## src/rtl/core/adc_level_moving_average_macros.svh

```systemverilog
// assertion macros for the adc level moving average block
`ifndef ADC_LEVEL_MOVING_AVERAGE_MACROS_SVH
`define ADC_LEVEL_MOVING_AVERAGE_MACROS_SVH

// same-cycle implication, ignored while reset is held
`define ALMA_ASSERT_IMP(label, clk, rst_n, ante, cons, msg) \
    label: assert property (@(posedge clk) disable iff (!rst_n) (ante) |-> (cons)) \
        else $error(msg);

// next-cycle implication, ignored while reset is held
`define ALMA_ASSERT_NEXT(label, clk, rst_n, ante, cons, msg) \
    label: assert property (@(posedge clk) disable iff (!rst_n) (ante) |=> (cons)) \
        else $error(msg);

`endif

```

## src/rtl/core/alma_pkg.sv

```systemverilog
// shared constants, widths and control structs of the adc level moving average
package alma_pkg;

    localparam int unsigned WINDOW      = 60;
    localparam int unsigned CODE_W      = 12;
    localparam int unsigned LEVEL_W     = 7;
    localparam int unsigned AVG_W       = 15;
    localparam int unsigned HELD_W      = 6;
    localparam int unsigned FRAC_W      = 8;

    localparam int unsigned LEVEL_MAX   = 100;
    localparam int unsigned CODE_LOW    = 2110;
    localparam int unsigned CODE_HIGH   = 2543;
    localparam int unsigned SCALE_NUM   = 440;
    localparam int unsigned SCALE_OFF   = 928200;

    // floor(x / 1911) == (x * RECIP_MUL) >> RECIP_SHIFT for every x below 2^18
    localparam int unsigned RECIP_MUL   = 280938;
    localparam int unsigned RECIP_SHIFT = 29;

    localparam int unsigned PROD_W      = 21;
    localparam int unsigned X_W         = 18;
    localparam int unsigned RECIP_W     = 19;

    localparam int unsigned SLOT_W      = $clog2(WINDOW);
    localparam int unsigned FILL_W      = $clog2(WINDOW + 1);
    localparam int unsigned SUM_W       = $clog2(WINDOW * LEVEL_MAX + 1);
    localparam int unsigned DIVD_W      = SUM_W + FRAC_W;
    localparam int unsigned ITER_W      = $clog2(DIVD_W);

    typedef struct packed {
        logic load;
        logic scale;
        logic level;
        logic update;
        logic div_step;
        logic publish;
    } t_dp_cmd;

    typedef struct packed {
        logic div_last;
    } t_dp_status;

endpackage

```

## src/rtl/core/alma_ctrl.sv

```systemverilog
// controller: sequences one sample through scale, update and divide, owns the handshakes
module alma_ctrl
    import alma_pkg::*;
(
    input  logic       i_clk,
    input  logic       i_rst_n,
    input  logic       i_in_valid,
    input  logic       i_out_ready,
    output logic       o_in_ready,
    output logic       o_out_valid,
    output t_dp_cmd    o_cmd,
    input  t_dp_status i_status
);

    typedef enum logic [2:0] {
        S_IDLE,
        S_SCALE,
        S_LEVEL,
        S_UPDATE,
        S_DIVIDE,
        S_DONE
    } t_state;

    t_state r_state;
    t_state n_state;
    logic   r_out_valid;
    logic   n_out_valid;

    always_comb begin
        o_cmd          = '0;
        o_cmd.load     = (r_state == S_IDLE) && i_in_valid;
        o_cmd.scale    = (r_state == S_SCALE);
        o_cmd.level    = (r_state == S_LEVEL);
        o_cmd.update   = (r_state == S_UPDATE);
        o_cmd.div_step = (r_state == S_DIVIDE);
        o_cmd.publish  = (r_state == S_DONE) && (!r_out_valid || i_out_ready);
    end

    always_comb begin
        n_state = r_state;
        case (r_state)
            S_IDLE:   if (i_in_valid)        n_state = S_SCALE;
            S_SCALE:                         n_state = S_LEVEL;
            S_LEVEL:                         n_state = S_UPDATE;
            S_UPDATE:                        n_state = S_DIVIDE;
            S_DIVIDE: if (i_status.div_last) n_state = S_DONE;
            S_DONE:   if (o_cmd.publish)     n_state = S_IDLE;
            default:                         n_state = S_IDLE;
        endcase

        if (o_cmd.publish) begin
            n_out_valid = 1'b1;
        end else if (i_out_ready) begin
            n_out_valid = 1'b0;
        end else begin
            n_out_valid = r_out_valid;
        end
    end

    always_ff @(posedge i_clk) begin
        if (!i_rst_n) begin
            r_state     <= S_IDLE;
            r_out_valid <= 1'b0;
        end else begin
            r_state     <= n_state;
            r_out_valid <= n_out_valid;
        end
    end

    assign o_in_ready  = (r_state == S_IDLE);
    assign o_out_valid = r_out_valid;

endmodule

```

## config.mk

```make
export PLATFORM = sky130hd
export DESIGN_NAME = alma_ctrl
export DESIGN_NICKNAME = d
export VERILOG_FILES = /design/src/rtl/core/adc_level_moving_average_macros.svh /design/src/rtl/core/alma_pkg.sv /design/src/rtl/core/alma_ctrl.sv
export SDC_FILE = /design/constraint.sdc
export NUM_CORES = 1
export LEC_CHECK = 0
export BUFFER_PORTS_ARGS = -buffer_cell sky130_fd_sc_hd__buf_2
export CELL_PAD_IN_SITES_DETAIL_PLACEMENT = 1
export CELL_PAD_IN_SITES_GLOBAL_PLACEMENT = 2
export CORE_AREA = 2 2 39 41
export CTS_CLUSTER_DIAMETER = 60
export DETAILED_ROUTE_END_ITERATION = 10
export DIE_AREA = 0 0 41 43
export PLACE_DENSITY_LB_ADDON = 0.08
export REMOVE_ABC_BUFFERS = 1
export SYNTH_ARGS = -nofsm -noshare
export SYNTH_HDL_FRONTEND = slang
export SYNTH_SLANG_ARGS = --single-unit
```

## constraint.sdc

```tcl
create_clock -name i_clk -period 2.8 [get_ports i_clk]
set_input_delay 0.28 -clock i_clk [delete_from_list [all_inputs] [get_ports i_clk]]
set_output_delay 0.28 -clock i_clk [all_outputs]
set_load 0.01 [all_outputs]
```

**After elaboration in Yosys (flattened, before gate mapping)**

Cells that the tools add are included.

- Register bits after elaboration: 4
- Latch bits: 0
- RAM bits: 0
- Bits in read-only memories: 0
- Input bits: 5
- Output and inout bits: 8
- Logic and storage cells: 23
- Memories: 0

- Add/sub/neg operators: 0
- Multipliers: 0
- Divide/modulo/power cells: 0
- Magnitude comparators: 0
- Eq/ne operators: 8
- Shifts and indexed selects: 0
- Mux-type cells: 6
- Bitwise operators: 0
- Reductions and logical operators: 7

Operators with widths:

| operator | number |
|---|---|
| 3-bit case mux with 6 select lines | 1 |
| 3-bit two-way mux | 3 |
| 3-bit by 2-bit equality test with 1-bit output, second input constant | 2 |
| 3-bit equality test, second input constant | 2 |
| 2-bit inequality test, second input constant | 2 |
| 3-bit by 1-bit equality test with 1-bit output, second input constant | 1 |
| 3-bit logical NOT | 1 |
| 3-bit AND reduction | 1 |
| 1-bit logical AND | 2 |
| 1-bit two-way mux | 2 |
| 2-bit by 1-bit inequality test with 1-bit output, second input constant | 1 |
| 2-bit nonzero test | 1 |
| 1-bit logical NOT | 1 |
| 1-bit logical OR | 1 |

**Longest topological paths before layout**

Gate-level depths: netlist of run 1.

- Depth after elaboration: 5
- Gate-level depth with buffers: 4
- Depth with buffers taken out: 3

**Worst setup path after synthesis of run 1**

No wires, ideal clock.

- Path type: reg2out
- Start: reg r_state[1]
- End: out o_cmd[5] in the netlist's numbering
- Data arrival time: 888 ps
- Data required time: 2,520 ps
- Path slack: 1,632 ps
- Cell stages (with the launch flop): 4
- Path buffers: 1
- Cell sequence: dfxtp_1 buf_2 nor3_2 and2_1

RTL lines:

| what | RTL line | text |
|---|---|---|
| start, declared | alma_ctrl.sv:24 | `t_state r_state;` |
| start signal, assigned | alma_ctrl.sv:65 | `r_state <= n_state;` |
| end, declared | alma_ctrl.sv:11 | `output t_dp_cmd o_cmd,` |

==> metrics.txt, run 1 <==
setup repair after global routing missed its margin no; outcome finished, final reports clean; WP buf/inv 2; ANT nets after route 0; Setup CP Type reg2out; drt pass-1 iters 1; worst hold path type in2reg; Async SR Flop Fraction 0; Clock power frac 0.340; CTS tree yes; crit-path max FO 10; post-DP HPWL about 450 um; Tcrit/Tclk final 0.5350; met3 usage 0.01571; PnR Total Power approximately 0.2 mW; Num Clock Sinks 4; CTS Buf Count 3; Reg-to-Reg Start r_state[2]$_SDFFE_PN0P_; simple-gate share of the synthesized area 0.3411; hold path depth 2; Distinct cells, synth 22; M1 GR Usage 0.1158; sequential share of power 0.392; root buf cell clkbuf_4; MaxCap Viol Count 0; total gr overflow 0; mux cell area share after synthesis 0.03738; Peak VDD IR around 0.00019 V; Req. time, crit path approximately 2500 ps; Crit. End Element output pin; number of global-route vias before repair about 190; Switching Power just under 0.06 mW; P&R area growth vs syn 25.23%; Die W 41 um; initial antenna violation count 0; starting density of the core 0.1935; min-delay src i_rst_n; Comb pwr share 0.268; Hold EP r_state[2]$_SDFFE_PN0P_; Fill cells around 180; Port Buf Inserts 12; first-pass GRT wire length around 900 um; pwr/cell area ~600 mW/mm^2; via count roughly 240; Die Footprint roughly 0.0018 mm^2; R2R Path End r_state[0]$_SDFFE_PN0P_; number of synthesized register bits 4; Worst slew margin 0.7217; Placement Rows 14; area fraction in compound gates after synthesis 0.1449; DR iter-0 viols 0; fin nets between 40 and 50; Top FF cell, synth dfxtp_1; Synth Instances 30; skew final slightly below 3 ps; quantity of gates resized following cts 0; FF-to-FF path depth 3; worst setup margin 1302 ps; core area 0.001384 mm^2; setup TNS 0 ps; crit path cell chain inv_2 -> nor3b_2 -> buf_2; setup slack, reg-to-reg 1580 ps; synthesized area roughly 270 um^2; CP max stage delay about 530 ps; Diodes inserted 0; Cell Int Power about 0.14 mW; die outline height around 43 um; DRT Wirelength about 560 um; Final Slew Violations 0; GR peak layer met1; share of layout cells above drive strength 1 0.4634; register area share after synthesis 0.2991; dpl ws roughly 1500 ps; Final min period 1498 ps; Critical Path Source Type register; largest net degree at the start of global routing 11; Synth Area in Adders 0; Hold Buf Count CTS 0; Crit-path slowest cell dfxtp_1; clk_lat worst skew around 230 ps; Ys Warns 0; Reg clk slew, reported paths 40 ps; GRT Overall Usage 0.07731; final hold vios 0; Max Fclk approximately 0.67 GHz; Final setup viols 0; GRT met2 Usage 0.08125; GPL Wtd Cong just under 0.6; # Post-CTS Setup Buffers 0; register area roughly 80 um^2; main combinational cell family by area after synthesis simple AND/OR/NAND/NOR gates; area of the multi-input gates approximately 150 um^2; Avg Cell Area, Syn ~8.9 um^2; LEAKAGE around 0.15 nW; number of H-tree levels 1; switch share 0.2953; Post-Synth XOR/XNOR Area 0.03271; Data arrival, critical path about 1200 ps; drt wl/cell ~9.8 um; drt via density between 4 and 5; worst-margin pin slew around 420 ps; kind of cell adding the most delay to the critical path flip-flops; Max Root-Sink Buffers 2; IO Count 13; number of synthesized flops with an enable pin 0; DRC viols 0
## registers in the layout (all words and copies together) (netlist names)
name	count
r_state	3
o_out_valid	1
## cell families (layout without fill, tap and decap cells)
family,count (synthesis),in the layout
xor+xnor,1,1
buf+inv,5,16
mux,1,1
simple gates,13,13
compound gates,6,6
flops,4,4
## layout by cell type, fill, tap and decap left out, types with 2 or more instances in the layout
master and instances:
dfxtp_1 4, nor2_1 2, nand2_1 2, nor3b_1 2, buf_2 12, clkbuf_4 3, and2_1 2
## cell usage after synthesis (all sizes together) (2+ instances only)
master | n | share of area
and2 | 2 | 0.047
dfxtp | 4 | 0.30
nor2 | 2 | 0.028
nor3 | 2 | 0.056
o21ai | 2 | 0.037
buf | 4 | 0.13
nand2 | 2 | 0.028
nor3b | 3 | 0.10
## per-layer routing
| layer | up-vias | routed length, um |
|---|---|---|
| li1 | 124 | - |
| met1 | 101 | 279 |
| met2 | 8 | 233 |
| met3 | 2 | 41 |
| met4 | 0 | 5 |
| met5 | - | 0 |
## power groups by stage
stage / Sequential [mW] / Combinational [mW] / Clock, mW
floorplan: 0.0760 / 0.0363 / 0
global placement: 0.0793 / 0.0546 / 0
detailed placement: 0.0794 / 0.0552 / 0
CTS: 0.0786 / 0.0553 / 0.0742
global route: 0.0812 / 0.0616 / 0.0745
finish: 0.0786 / 0.0538 / 0.0683
## stage by stage
step	cell area, um^2	cells	util	hold slack, ps
after floorplan	232.7	26	-	397.5
after global placement	312.8	54	0.2260	542.8
after detailed placement	312.8	54	0.2260	542.4
after CTS	335.3	57	0.2423	295.2
after global routing	335.3	57	0.2423	312.7
final	335.3	57	0.2423	301.0
## cell type report
type                       count  share of cell area
multi-input combinational     21              0.4440
sequential                     4              0.2388
clock buffer                   3             0.06716
tap                           16             0.05970
timing repair buffer          12              0.1791
inverter                       1             0.01119
## worst max path at each step
stage,start,depth (start not counted),slack (ps),to
2_1_floorplan,r_state[0]$_SDFFE_PN0P_,2,1670,o_cmd[4]
3_3_place_gp,r_state[0]$_SDFFE_PN0P_,3,1540,o_cmd[2]
3_5_place_dp,r_state[0]$_SDFFE_PN0P_,3,1530,o_cmd[2]
4_1_cts,r_state[0]$_SDFFE_PN0P_,3,1280,o_cmd[2]
5_1_grt,r_state[0]$_SDFFE_PN0P_,3,1180,o_cmd[2]
6_report,r_state[0]$_SDFFE_PN0P_,3,1300,o_cmd[2]
No activity file was read; power rests on OpenSTA's default activity.
==> run 2, diff against run 1 <==
--- a/config.mk
+++ b/config.mk
@@ -8,10 +8,9 @@
 export BUFFER_PORTS_ARGS = -buffer_cell sky130_fd_sc_hd__buf_2
 export CELL_PAD_IN_SITES_DETAIL_PLACEMENT = 1
 export CELL_PAD_IN_SITES_GLOBAL_PLACEMENT = 2
-export CORE_AREA = 2 2 39 41
+export CORE_UTILIZATION = 19
 export CTS_CLUSTER_DIAMETER = 60
 export DETAILED_ROUTE_END_ITERATION = 10
-export DIE_AREA = 0 0 41 43
 export PLACE_DENSITY_LB_ADDON = 0.08
 export REMOVE_ABC_BUFFERS = 1
 export SYNTH_ARGS = -nofsm -noshare
==> constraint.sdc (replaced) <==
create_clock -name i_clk -period 1.36 [get_ports i_clk]
set_input_delay 0.136 -clock i_clk [delete_from_list [all_inputs] [get_ports i_clk]]
set_output_delay 0.136 -clock i_clk [all_outputs]
set_load 0.01 [all_outputs]
==> run 2 against run 1 <==
  * Die area down 11%
  * Cell count unchanged
  * Register-to-register slack worse by 1200 ps
  * Clock skew down 2.8 ps
  * Via count up 4.7%
  * Power up 110%
  * Clock power up 100%
  * Sequential power up 100%
==> metrics.txt, run 2 (synthesis gave the netlist of run 1 again) <==
final hold vios 0 (unchanged); DR iter-0 viols 0 (unchanged); worst hold slack 151.7 ps (was 301.0 ps); Crit. End Element output pin (unchanged); Final min period 1250 ps; Peak VDD IR 0.0005069 V (was 0.0001931 V); dpl ws 252.5 ps (was 1531 ps); Tcrit/Tclk final 0.9193; dpl cells 54 (unchanged); pwr/cell area 1217 mW/mm^2 (was 598.7 mW/mm^2); Max Root-Sink Buffers 2 (unchanged); setup TNS 0 ps (unchanged); drt pass-1 iters 1 (unchanged); MaxCap Viol Count 0 (unchanged); largest net degree at the start of global routing 11 (unchanged); Reg-to-Reg Start r_state[2]$_SDFFE_PN0P_ (unchanged); Diodes inserted 0 (unchanged); Die Footprint 0.001563 mm^2 (was 0.001763 mm^2); fin nets 49 (was 48); clk_lat worst skew 230 ps (about the same); starting density of the core 0.2058 (was 0.1935); Req. time, crit path 1220 ps (was 2520 ps); R2R Path End r_state[0]$_SDFFE_PN0P_ (unchanged); outcome finished, final reports clean (unchanged); skew final 0.1191 ps (was 2.935 ps); DRC viols 0 (unchanged); crit-path max FO 7 (was 10); core area 0.001301 mm^2 (was 0.001384 mm^2); Num Clock Sinks 4 (unchanged); share of layout cells above drive strength 1 0.5000 (was 0.4634); post-DP HPWL 460.6 um (was 451.6 um); max reg flops 3 (unchanged); CTS Buf Count 3 (unchanged); LEAKAGE 0.1581 nW (was 0.1524 nW); DRT Wirelength 544 um (was 560 um); commonest non-fill, non-tap cell in the layout buf_2 (unchanged); ANT nets after route 0 (unchanged); number of H-tree levels 1 (unchanged); worst setup margin 109.7 ps (was 1302 ps); Port Buf Inserts 12 (unchanged); Reg clk slew, reported paths 30 ps (was 40 ps); setup repair after global routing missed its margin no (unchanged); Die W 39.54 um (was 41 um); P&R area growth vs syn 28.04% (was 25.23%); IO Count 13 (unchanged); Biggest register r_state (unchanged); first-pass GRT wire length 876 um (was 897 um); drt via density 4.316 (was 4.123); Setup crit end o_cmd[2] (unchanged); Finished Layout Cells 57 (unchanged); total gr overflow 0 (unchanged); Final setup viols 0 (unchanged); die outline height 39.54 um (was 43 um); GPL Wtd Cong 0.6646 (was 0.5887); Critical Path Source Type register (unchanged); PnR Total Power 0.4171 mW (was 0.2008 mW); via count 246 (was 235); setup slack, reg-to-reg 360 ps (was 1580 ps); Data arrival, critical path 1110 ps (was 1220 ps); GRT Overall Usage 0.08824 (was 0.07731); Fill cells 170 (was 178); number of global-route vias before repair 204 (was 193); Max Fclk about 0.8 GHz; drt wl/cell 9.544 um (was 9.825 um); Worst slew margin 0.8236 (was 0.7217); root buf cell clkbuf_4 (unchanged); worst hold path type in2reg (unchanged); Setup crit start r_state[2]$_SDFFE_PN0P_ (was r_state[0]$_SDFFE_PN0P_); most frequent cells in the layout buf_2 (12), clkbuf_4 (3), dfxtp_1 (3) (was buf_2 (12), dfxtp_1 (4), clkbuf_4 (3)); CTS tree yes (unchanged); Placement Rows 13 (was 14); Hold Buf Count CTS 0 (unchanged); FF-to-FF path depth 3 (unchanged); Final Slew Violations 0 (unchanged); initial antenna violation count 0 (unchanged); Setup CP Type reg2out (unchanged); # Post-CTS Setup Buffers 0 (unchanged); worst-margin pin slew 264.3 ps (was 416.8 ps)
==> run 2: changes by cell type in the layout (fill, tap and decap cells not counted) <==
cell	delta
buf_4	+1
dfxtp_1	-1
dfxtp_2	+1
==> run 2: where the power goes <==
group | switching, mW | internal, mW
combinational | 0.0531 | 0.0646
sequential | 0.0276 | 0.132
clock | 0.0419 | 0.0983
total | 0.123 | 0.295
==> run 2: worst max-delay path, cell delays in order (launching register included) <==
cell and delay, ps:
dfxtp_1 330, buf_4 180, nor3b_2 210, buf_2 160
==> run 2: per-stage QoR <==
step	cell area (um^2)	util
finish	342.8	0.2635
global route	342.8	0.2635
CTS	342.8	0.2635
detailed placement	319.1	0.2452
global placement	319.1	0.2452
floorplan	232.7	-
==> run 2: final cells by class <==
cell class,count,area (um^2),area share
Clock buffer,3,22.52,0.06569
Multi-Input combinational cell,21,148.9,0.4343
Tap cell,15,18.77,0.05474
Sequential cell,4,81.33,0.2372
Inverter,1,3.754,0.01095
Timing Repair Buffer,13,67.56,0.1971
==> run 2: how the worst min path moves through the flow <==
stage                        from                      end  slack (ps)  depth (start not counted)
after floorplan           i_rst_n  r_state[2]$_SDFFE_PN0P_         250                          1
after global placement    i_rst_n  r_state[2]$_SDFFE_PN0P_         390                          2
after detailed placement  i_rst_n  r_state[2]$_SDFFE_PN0P_         390                          2
after CTS                 i_rst_n  r_state[2]$_SDFFE_PN0P_         150                          2
after global routing      i_rst_n  r_state[2]$_SDFFE_PN0P_         160                          2
final                     i_rst_n  r_state[2]$_SDFFE_PN0P_         150                          2
==> run 2: per-layer routing <==
layer / part of all wire / global-route usage / wire length, um
met1: 0.49 / 0.1122 / 264
met2: 0.45 / 0.1107 / 247
met3: 0.059 / 0.03409 / 32
met4: 0 / 0.07759 / 0
met5: 0 / 0 / 0
==> run 2: timing repair <==
| action | CTS | global route |
|---|---|---|
| resized for setup | 1 | 0 |
| setup endpoints to repair | 1 | 0 |
| hold endpoints to repair | 0 | 0 |
